**src/rtl/core/iecf_pkg.sv**
```systemverilog
`default_nettype none

package iecf_pkg;

    localparam int COORD_BITS     = 16;
    localparam int SIZE_BITS      = 14;
    localparam int OUT_BITS       = 17;
    localparam int MODE_BITS      = 2;
    localparam int CFG_INDEX_BITS = 2;

    // internal coordinate width: holds a coordinate flipped across an image edge
    localparam int WORK_BITS = ((COORD_BITS > SIZE_BITS + 1) ? COORD_BITS : SIZE_BITS + 1) + 2;
    localparam int MAG_BITS  = WORK_BITS - 1;

    // remainder pipeline: DIV_STEP restoring steps per register stage
    localparam int DIV_STEP   = 3;
    localparam int DIV_STAGES = (MAG_BITS + DIV_STEP - 1) / DIV_STEP;
    localparam int PAD_BITS   = DIV_STAGES * DIV_STEP;

    localparam logic signed [WORK_BITS-1:0] WORK_ONE = WORK_BITS'(1);

    typedef enum logic [MODE_BITS-1:0] {
        MODE_WRAP    = 2'd0,
        MODE_REFLECT = 2'd1,
        MODE_ROTATE  = 2'd2,
        MODE_COLOR   = 2'd3
    } mode_t;

    typedef enum logic [CFG_INDEX_BITS-1:0] {
        REG_MODE_H = 2'd0,
        REG_MODE_V = 2'd1,
        REG_WIDTH  = 2'd2,
        REG_HEIGHT = 2'd3
    } cfg_reg_t;

    // settings seen by one axis: its mode, its own size, the other axis size
    typedef struct packed {
        mode_t                mode;
        logic [SIZE_BITS-1:0] size;
        logic [SIZE_BITS-1:0] other;
    } axis_cfg_t;

    typedef struct packed {
        logic en;
        logic valid;
    } pipe_ctl_t;

endpackage

`default_nettype wire

```
**src/rtl/core/image_edge_coordinate_fold.sv**
```systemverilog
// Image edge coordinate fold: maps a signed (x, y) pixel coordinate into an
// image of programmed width and height, each axis with its own edge mode
// (wrap, reflect, rotate, color passthrough). x is folded first; y then
// works on the updated pair.
// Input channel: coord_x/coord_y with coord_valid; a beat is taken on a rising
// edge with coord_valid high and coord_stall low.
// Output channel: folded_x/folded_y/outside with fold_valid; a beat leaves on
// a rising edge with fold_valid high and fold_stall low.
// Configuration: cfg_valid/cfg_ready with cfg_index and cfg_data; cfg_ready
// is always high. Write only while no beat is in flight. A size of 0 acts as 1.
// Throughput: one beat per cycle while the output is not stalled. The path from
// input beat to output beat runs through the two remainder pipelines (three
// restoring steps per stage, six stages per axis, plus an entry and a select
// stage each) and the output register.
// Stall: the whole pipeline holds while the output register is full and
// stalled; coord_stall is high exactly then. Nothing is lost or repeated.
// Reset: empties the pipeline, modes go to wrap, width and height to 1.
`default_nettype none

module image_edge_coordinate_fold (
    input  wire                                       clk,
    input  wire                                       rst_n,

    input  wire                                       cfg_valid,
    output logic                                      cfg_ready,
    input  wire [iecf_pkg::CFG_INDEX_BITS-1:0]        cfg_index,
    input  wire [iecf_pkg::SIZE_BITS-1:0]             cfg_data,

    input  wire                                       coord_valid,
    output logic                                      coord_stall,
    input  wire logic signed [iecf_pkg::COORD_BITS-1:0] coord_x,
    input  wire logic signed [iecf_pkg::COORD_BITS-1:0] coord_y,

    output logic                                      fold_valid,
    input  wire                                       fold_stall,
    output logic signed [iecf_pkg::OUT_BITS-1:0]      folded_x,
    output logic signed [iecf_pkg::OUT_BITS-1:0]      folded_y,
    output logic                                      outside
);

    iecf_pkg::mode_t                        mode_h_reg;
    iecf_pkg::mode_t                        mode_v_reg;
    logic [iecf_pkg::SIZE_BITS-1:0]         width_reg;
    logic [iecf_pkg::SIZE_BITS-1:0]         height_reg;
    logic [iecf_pkg::SIZE_BITS-1:0]         size_next;

    logic                                   advance;
    iecf_pkg::pipe_ctl_t                    x_ctl;
    iecf_pkg::pipe_ctl_t                    y_ctl;
    iecf_pkg::axis_cfg_t                    x_cfg;
    iecf_pkg::axis_cfg_t                    y_cfg;

    logic signed [iecf_pkg::WORK_BITS-1:0]  x_in;
    logic signed [iecf_pkg::WORK_BITS-1:0]  y_in;
    logic                                   x_valid;
    logic signed [iecf_pkg::WORK_BITS-1:0]  x_mid;
    logic signed [iecf_pkg::WORK_BITS-1:0]  y_mid;
    logic                                   y_valid;
    logic signed [iecf_pkg::WORK_BITS-1:0]  y_fin;
    logic signed [iecf_pkg::WORK_BITS-1:0]  x_fin;
    logic signed [iecf_pkg::WORK_BITS-1:0]  width_ext;
    logic signed [iecf_pkg::WORK_BITS-1:0]  height_ext;
    logic                                   outside_next;

    logic                                   fold_valid_reg;
    logic signed [iecf_pkg::OUT_BITS-1:0]   folded_x_reg;
    logic signed [iecf_pkg::OUT_BITS-1:0]   folded_y_reg;
    logic                                   outside_reg;

    // configuration registers, zero size stored as one
    assign cfg_ready = 1'b1;
    assign size_next = (cfg_data == '0) ? iecf_pkg::SIZE_BITS'(1) : cfg_data;

    always_ff @(posedge clk or negedge rst_n)
    begin
        if (!rst_n)
        begin
            mode_h_reg <= iecf_pkg::MODE_WRAP;
            mode_v_reg <= iecf_pkg::MODE_WRAP;
            width_reg  <= iecf_pkg::SIZE_BITS'(1);
            height_reg <= iecf_pkg::SIZE_BITS'(1);
        end
        else if (cfg_valid && cfg_ready)
        begin
            unique case (iecf_pkg::cfg_reg_t'(cfg_index))
                iecf_pkg::REG_MODE_H:
                    mode_h_reg <= iecf_pkg::mode_t'(cfg_data[iecf_pkg::MODE_BITS-1:0]);
                iecf_pkg::REG_MODE_V:
                    mode_v_reg <= iecf_pkg::mode_t'(cfg_data[iecf_pkg::MODE_BITS-1:0]);
                iecf_pkg::REG_WIDTH:
                    width_reg  <= size_next;
                iecf_pkg::REG_HEIGHT:
                    height_reg <= size_next;
                default:
                begin
                end
            endcase
        end
    end

    // global pipeline enable: move unless the output beat is held
    assign advance     = !fold_valid_reg || !fold_stall;
    assign coord_stall = !advance;

    assign x_ctl = '{en: advance, valid: coord_valid};
    assign y_ctl = '{en: advance, valid: x_valid};
    assign x_cfg = '{mode: mode_h_reg, size: width_reg, other: height_reg};
    assign y_cfg = '{mode: mode_v_reg, size: height_reg, other: width_reg};

    assign x_in = iecf_pkg::WORK_BITS'(coord_x);
    assign y_in = iecf_pkg::WORK_BITS'(coord_y);

    iecf_axis u_axis_x (
        .clk       (clk),
        .rst_n     (rst_n),
        .cfg       (x_cfg),
        .ctl       (x_ctl),
        .v_in      (x_in),
        .u_in      (y_in),
        .valid_out (x_valid),
        .v_out     (x_mid),
        .u_out     (y_mid)
    );

    // y axis sees the pair after the x fold; its rotate flips x
    iecf_axis u_axis_y (
        .clk       (clk),
        .rst_n     (rst_n),
        .cfg       (y_cfg),
        .ctl       (y_ctl),
        .v_in      (y_mid),
        .u_in      (x_mid),
        .valid_out (y_valid),
        .v_out     (y_fin),
        .u_out     (x_fin)
    );

    assign width_ext  = iecf_pkg::WORK_BITS'(width_reg);
    assign height_ext = iecf_pkg::WORK_BITS'(height_reg);

    // judged on the full-width pair before truncation
    assign outside_next = x_fin[iecf_pkg::WORK_BITS-1] || (x_fin >= width_ext)
                       || y_fin[iecf_pkg::WORK_BITS-1] || (y_fin >= height_ext);

    always_ff @(posedge clk or negedge rst_n)
    begin
        if (!rst_n)
            fold_valid_reg <= 1'b0;
        else if (advance)
            fold_valid_reg <= y_valid;
    end

    always_ff @(posedge clk)
    begin
        if (advance)
        begin
            folded_x_reg <= x_fin[iecf_pkg::OUT_BITS-1:0];
            folded_y_reg <= y_fin[iecf_pkg::OUT_BITS-1:0];
            outside_reg  <= outside_next;
        end
    end

    assign fold_valid = fold_valid_reg;
    assign folded_x   = folded_x_reg;
    assign folded_y   = folded_y_reg;
    assign outside    = outside_reg;

endmodule

`default_nettype wire

```
**src/rtl/core/iecf_axis.sv**
```systemverilog
`default_nettype none

module iecf_axis (
    input  wire                                     clk,
    input  wire                                     rst_n,
    input  wire iecf_pkg::axis_cfg_t                cfg,
    input  wire iecf_pkg::pipe_ctl_t                ctl,
    input  wire logic signed [iecf_pkg::WORK_BITS-1:0] v_in,
    input  wire logic signed [iecf_pkg::WORK_BITS-1:0] u_in,
    output logic                                    valid_out,
    output logic signed [iecf_pkg::WORK_BITS-1:0]   v_out,
    output logic signed [iecf_pkg::WORK_BITS-1:0]   u_out
);

    logic [iecf_pkg::DIV_STAGES:0]               valid_reg;
    logic signed [iecf_pkg::WORK_BITS-1:0]       v_reg     [iecf_pkg::DIV_STAGES+1];
    logic signed [iecf_pkg::WORK_BITS-1:0]       u_reg     [iecf_pkg::DIV_STAGES+1];
    logic [iecf_pkg::PAD_BITS-1:0]               mag_reg   [iecf_pkg::DIV_STAGES+1];
    logic [iecf_pkg::SIZE_BITS-1:0]              rem_reg   [iecf_pkg::DIV_STAGES+1];
    logic [iecf_pkg::DIV_STAGES:0]               below_reg;
    logic [iecf_pkg::DIV_STAGES:0]               above_reg;

    logic signed [iecf_pkg::WORK_BITS-1:0]       size_ext;
    logic signed [iecf_pkg::WORK_BITS-1:0]       other_ext;
    logic signed [iecf_pkg::WORK_BITS-1:0]       v_neg;
    logic [iecf_pkg::MAG_BITS-1:0]               mag_abs;
    logic [iecf_pkg::PAD_BITS-1:0]               mag_next;
    logic                                        below_next;
    logic                                        above_next;

    logic signed [iecf_pkg::WORK_BITS-1:0]       m_ext;
    logic signed [iecf_pkg::WORK_BITS-1:0]       v_next;
    logic signed [iecf_pkg::WORK_BITS-1:0]       u_next;
    logic                                        flip;
    logic                                        out_valid_reg;
    logic signed [iecf_pkg::WORK_BITS-1:0]       v_out_reg;
    logic signed [iecf_pkg::WORK_BITS-1:0]       u_out_reg;

    assign size_ext  = iecf_pkg::WORK_BITS'(cfg.size);
    assign other_ext = iecf_pkg::WORK_BITS'(cfg.other);

    // entry stage: range test and magnitude for the remainder
    always_comb
    begin
        below_next = v_in[iecf_pkg::WORK_BITS-1];
        above_next = !below_next && (v_in >= size_ext);
        v_neg      = -v_in;
        mag_abs    = below_next ? v_neg[iecf_pkg::MAG_BITS-1:0]
                                : v_in[iecf_pkg::MAG_BITS-1:0];
        mag_next   = iecf_pkg::PAD_BITS'(mag_abs);
    end

    always_ff @(posedge clk or negedge rst_n)
    begin
        if (!rst_n)
        begin
            valid_reg     <= '0;
            out_valid_reg <= 1'b0;
        end
        else if (ctl.en)
        begin
            valid_reg     <= {valid_reg[iecf_pkg::DIV_STAGES-1:0], ctl.valid};
            out_valid_reg <= valid_reg[iecf_pkg::DIV_STAGES];
        end
    end

    always_ff @(posedge clk)
    begin
        if (ctl.en)
        begin
            v_reg[0]     <= v_in;
            u_reg[0]     <= u_in;
            mag_reg[0]   <= mag_next;
            rem_reg[0]   <= '0;
            below_reg[0] <= below_next;
            above_reg[0] <= above_next;
        end
    end

    // restoring remainder, most significant bits first
    for (genvar k = 1; k <= iecf_pkg::DIV_STAGES; k++)
    begin : g_div
        localparam int BASE = iecf_pkg::PAD_BITS - 1 - (k - 1) * iecf_pkg::DIV_STEP;

        logic [iecf_pkg::SIZE_BITS-1:0] r_chain [iecf_pkg::DIV_STEP+1];
        logic [iecf_pkg::SIZE_BITS-1:0] rem_next;

        assign r_chain[0] = rem_reg[k-1];

        for (genvar j = 0; j < iecf_pkg::DIV_STEP; j++)
        begin : g_step
            logic [iecf_pkg::SIZE_BITS:0] trial;
            logic [iecf_pkg::SIZE_BITS:0] diff;

            assign trial = {r_chain[j], mag_reg[k-1][BASE-j]};
            assign diff  = trial - {1'b0, cfg.size};
            assign r_chain[j+1] = (trial >= {1'b0, cfg.size})
                                  ? diff[iecf_pkg::SIZE_BITS-1:0]
                                  : trial[iecf_pkg::SIZE_BITS-1:0];
        end

        assign rem_next = r_chain[iecf_pkg::DIV_STEP];

        always_ff @(posedge clk)
        begin
            if (ctl.en)
            begin
                v_reg[k]     <= v_reg[k-1];
                u_reg[k]     <= u_reg[k-1];
                mag_reg[k]   <= mag_reg[k-1];
                rem_reg[k]   <= rem_next;
                below_reg[k] <= below_reg[k-1];
                above_reg[k] <= above_reg[k-1];
            end
        end
    end

    // final stage: pick the folded value, flip the other axis on rotate
    always_comb
    begin
        m_ext = iecf_pkg::WORK_BITS'(rem_reg[iecf_pkg::DIV_STAGES]);
        v_next = v_reg[iecf_pkg::DIV_STAGES];
        flip   = 1'b0;
        if (below_reg[iecf_pkg::DIV_STAGES] || above_reg[iecf_pkg::DIV_STAGES])
        begin
            unique case (cfg.mode)
                iecf_pkg::MODE_WRAP:
                begin
                    if (above_reg[iecf_pkg::DIV_STAGES])
                        v_next = m_ext;
                    else if (m_ext == '0)
                        v_next = '0;
                    else
                        v_next = size_ext - m_ext;
                end
                iecf_pkg::MODE_REFLECT, iecf_pkg::MODE_ROTATE:
                begin
                    flip = (cfg.mode == iecf_pkg::MODE_ROTATE);
                    if (below_reg[iecf_pkg::DIV_STAGES])
                        v_next = m_ext;
                    else
                        v_next = size_ext - iecf_pkg::WORK_ONE - m_ext;
                end
                iecf_pkg::MODE_COLOR:
                begin
                    v_next = v_reg[iecf_pkg::DIV_STAGES];
                end
                default:
                begin
                    v_next = v_reg[iecf_pkg::DIV_STAGES];
                end
            endcase
        end
        u_next = flip ? (other_ext - iecf_pkg::WORK_ONE - u_reg[iecf_pkg::DIV_STAGES])
                      : u_reg[iecf_pkg::DIV_STAGES];
    end

    always_ff @(posedge clk)
    begin
        if (ctl.en)
        begin
            v_out_reg <= v_next;
            u_out_reg <= u_next;
        end
    end

    assign valid_out = out_valid_reg;
    assign v_out     = v_out_reg;
    assign u_out     = u_out_reg;

endmodule

`default_nettype wire

```
**config.mk**
```make
export PLATFORM = sky130hd
export DESIGN_NAME = image_edge_coordinate_fold
export DESIGN_NICKNAME = d
export VERILOG_FILES = /design/src/rtl/core/iecf_pkg.sv /design/src/rtl/core/image_edge_coordinate_fold.sv /design/src/rtl/core/iecf_axis.sv
export SDC_FILE = /design/constraint.sdc
export NUM_CORES = 2
export LEC_CHECK = 0
export BUFFER_PORTS_ARGS = -buffer_cell sky130_fd_sc_hd__buf_2
export CAP_MARGIN = 5
export CORE_MARGIN = 3
export CORE_UTILIZATION = 59
export CTS_CLUSTER_DIAMETER = 60
export CTS_CLUSTER_SIZE = 40
export DETAILED_ROUTE_END_ITERATION = 8
export HOLD_SLACK_MARGIN = 0.15
export PLACE_DENSITY = 0.78
export SETUP_SLACK_MARGIN = 0.4
export SYNTH_ARGS = -nofsm -noshare
export SYNTH_HDL_FRONTEND = slang
export SYNTH_SLANG_ARGS = --single-unit
```
**constraint.sdc**
```tcl
create_clock -name clk -period 38.3 [get_ports clk]
set_input_delay 7.66 -clock clk [delete_from_list [all_inputs] [get_ports clk]]
set_output_delay 7.66 -clock clk [all_outputs]
set_load 0.03 [all_outputs]
```
==> results.py <==
metrics = {
    "status": {
        "status": "complete, no violations",
    },
    "global_routing": {
        "busiest_layer": "met2",
        "grt_antenna_before_repair": 13,
        "grt_pass1_wl_um": 237000,
        "grt-ovfl-total": 0,
        "grt_util_all_layers": 0.274,
        "grt_use_met2": 0.455,
        "grt_pass1_vias": 43600,
        "use_met3": 0.0439,
        "met1_usage": 0.370,
        "grt_max_degree": 189,
    },
    "drt": {
        "via_count": 46200,
        "wire_per_inst_um": 20.8,
        "drtIter0Drc": 4223,
        "postRouteAntennaNets": 0,
        "totalWireLength_um": 154000,
        "dr.pass1.iters": 6,
        "drc_errors": 0,
        "routed_via_density": 6.28,
    },
    "die": {
        "initial_core_util": 0.598,
        "core_mm2": 0.104,
        "die_w_um": 331,
        "die_h_um": 331,
        "num_rows": 118,
        "fp.dieArea_mm2": 0.110,
        "io_pins": 91,
    },
    "synth": {
        "yosys.area_share.adder": 0.140,
        "ys_seq_elements": 926,
        "yosysTopAreaCell": "edfxtp_1",
        "muxShareOfSynthArea": 0.0556,
        "avgSynthCellArea_um2": 10.8,
        "ys_types": 89,
        "synth_area_leaders": "edfxtp_1, ha_1, mux2_2",
        "synth-edff-count": 877,
        "seq_area_frac_synth": 0.442,
        "synth_top_area_frac": 0.422,
        "synth-xor-area-share": 0.0632,
        "synth_area_mm2": 0.0624,
        "synth_fp_nets": 6499,
        "synth_top_family_by_area": "compound AO/OA/AOI/OAI gates",
        "synthArstFlopShare": 0.0529,
        "ys.flop_type": "edfxtp_1",
        "synth_compound_area_frac": 0.162,
        "ys.warnings.count": 0,
        "synth-simple-area-share": 0.110,
        "syn_inst": 5773,
    },
    "worst_setup_path": {
        "arrival_ps": 8710,
        "critPathCaptureType": "output port",
        "cp-start-kind": "primary input",
        "required_ps": 30640,
        "path_max_fanout": 61,
        "worstSetupPathType": "in2out",
    },
    "finish": {
        "syn2layout_area_growth_pct": 8.97,
        "final_common_cell": "edfxtp_1",
        "stdcell_count": 7363,
        "num-nets-final": 6638,
        "seq_area_mm2": 0.0276,
        "drive_above_1_share": 0.105,
        "fillerInstances": 7943,
        "multi_input_area_mm2": 0.0332,
        "largest_reg_flops": 126,
        "final_cell_mix": "edfxtp_1, ha_1, a21oi_1, o21ai_0, nand2_1",
    },
    "timing": {
        "fin_skew_ps": 71.4,
        "fin_crit_ps": 16370,
        "rsz0062_at_grt": "no",
        "setup_violations": 0,
        "whs_ps": 406,
        "finalHoldViolCount": 0,
        "timing.fmax_mhz": 61.1,
        "tightest_slew_ps": 1220,
        "finalMaxSlewViolations": 0,
        "tns_ps": 0,
        "slew_headroom": 0.175,
        "fin_crit_sh": 0.427,
    },
    "cts": {
        "cts_made_buffers": 79,
        "cts_root_buf": "clkbuf_16",
        "postCtsResizedCells": 0,
        "h-tree-depth": 3,
        "postCtsSetupRepairBufs": 0,
        "clockBufferDepth": 3,
        "ctsHoldBuffers": 0,
        "clkSinkCount": 926,
        "tritoncts": "built",
        "clock_latency_ps": 710,
        "path_clk_slew_ps": 110,
    },
    "place": {
        "dp_hpwl_um": 111000,
        "gp_congestion": 0.953,
        "dp.cells": 7211,
        "portBuffers": 89,
    },
    "flow_run": {
        "maxCapViolations": 0,
    },
    "min_path": {
        "hold_class": "reg2reg",
    },
}
through the flow:
| stage | area, um2 | setup WS, ps | utilization |
|---|---|---|---|
| after floorplan | 62400 | 9140 | - |
| after global routing | 67900 | 21840 | 0.652 |
| after CTS | 67900 | 21940 | 0.652 |
| after global placement | 64800 | 21930 | 0.621 |
| after detailed placement | 64800 | 21950 | 0.621 |
| final | 67900 | 21930 | 0.652 |
cells in the mapped netlist (98+ instances only):
cell and number:
o21a_1 98, xor2_1 155, nor2_1 343, mux2_2 232, nand2_1 351, nor2b_1 102
xnor2_1 295, a21oi_1 467, edfxtp_1 877, nor3_1 123, o21ai_0 357, ha_1 633
inv_1 332, a21o_1 175
cell families after synthesis:
group | Yosys count
compound gates | 1584
buf+inv | 438
fa+ha+maj | 673
xor+xnor | 450
flops | 926
simple gates | 1391
mux | 309
other cells | 2
worst max-delay path: stages:
cell and delay [ps]:
buf_2 120, nand2_4 560, inv_1 120, buf_2 210
routing by layer:
metal,vias up,share of wire
li1,22100,-
met1,22300,0.43
met2,1571,0.47
met3,325,0.071
met4,14,0.032
met5,-,0.00062
final timing paths:
| kind | depth (start not counted) | slack, ps | start | to |
|---|---|---|---|---|
| max | 4 | 21930 | fold_stall | coord_stall |
| min | 0 | 410 | u_axis_x.v_reg[3][2] | u_axis_x.v_reg[4][2] |
| max reg2reg | 32 | 27560 | height_reg[2] | u_axis_y.rem_reg[4][3] |
| min reg2reg | 0 | 410 | u_axis_x.v_reg[3][2] | u_axis_x.v_reg[4][2] |
| max in group asynchronous | 2 | 30750 | rst_n | width_reg[4] |
| min in group asynchronous | 2 | 7050 | rst_n | fold_valid |
final cells by class:
cell class	instances	area share
Antenna cell	4	0.000147
Clock buffer	81	0.0295
Clock inverter	67	0.0171
Inverter	333	0.0184
Multi-Input combinational cell	4409	0.488
Sequential cell	926	0.406
Tap cell	1380	0.0254
Timing Repair Buffer	163	0.0153
Power is not shown: default switching activity piles up to over one toggle a cycle in this logic, so the estimate is an artifact.
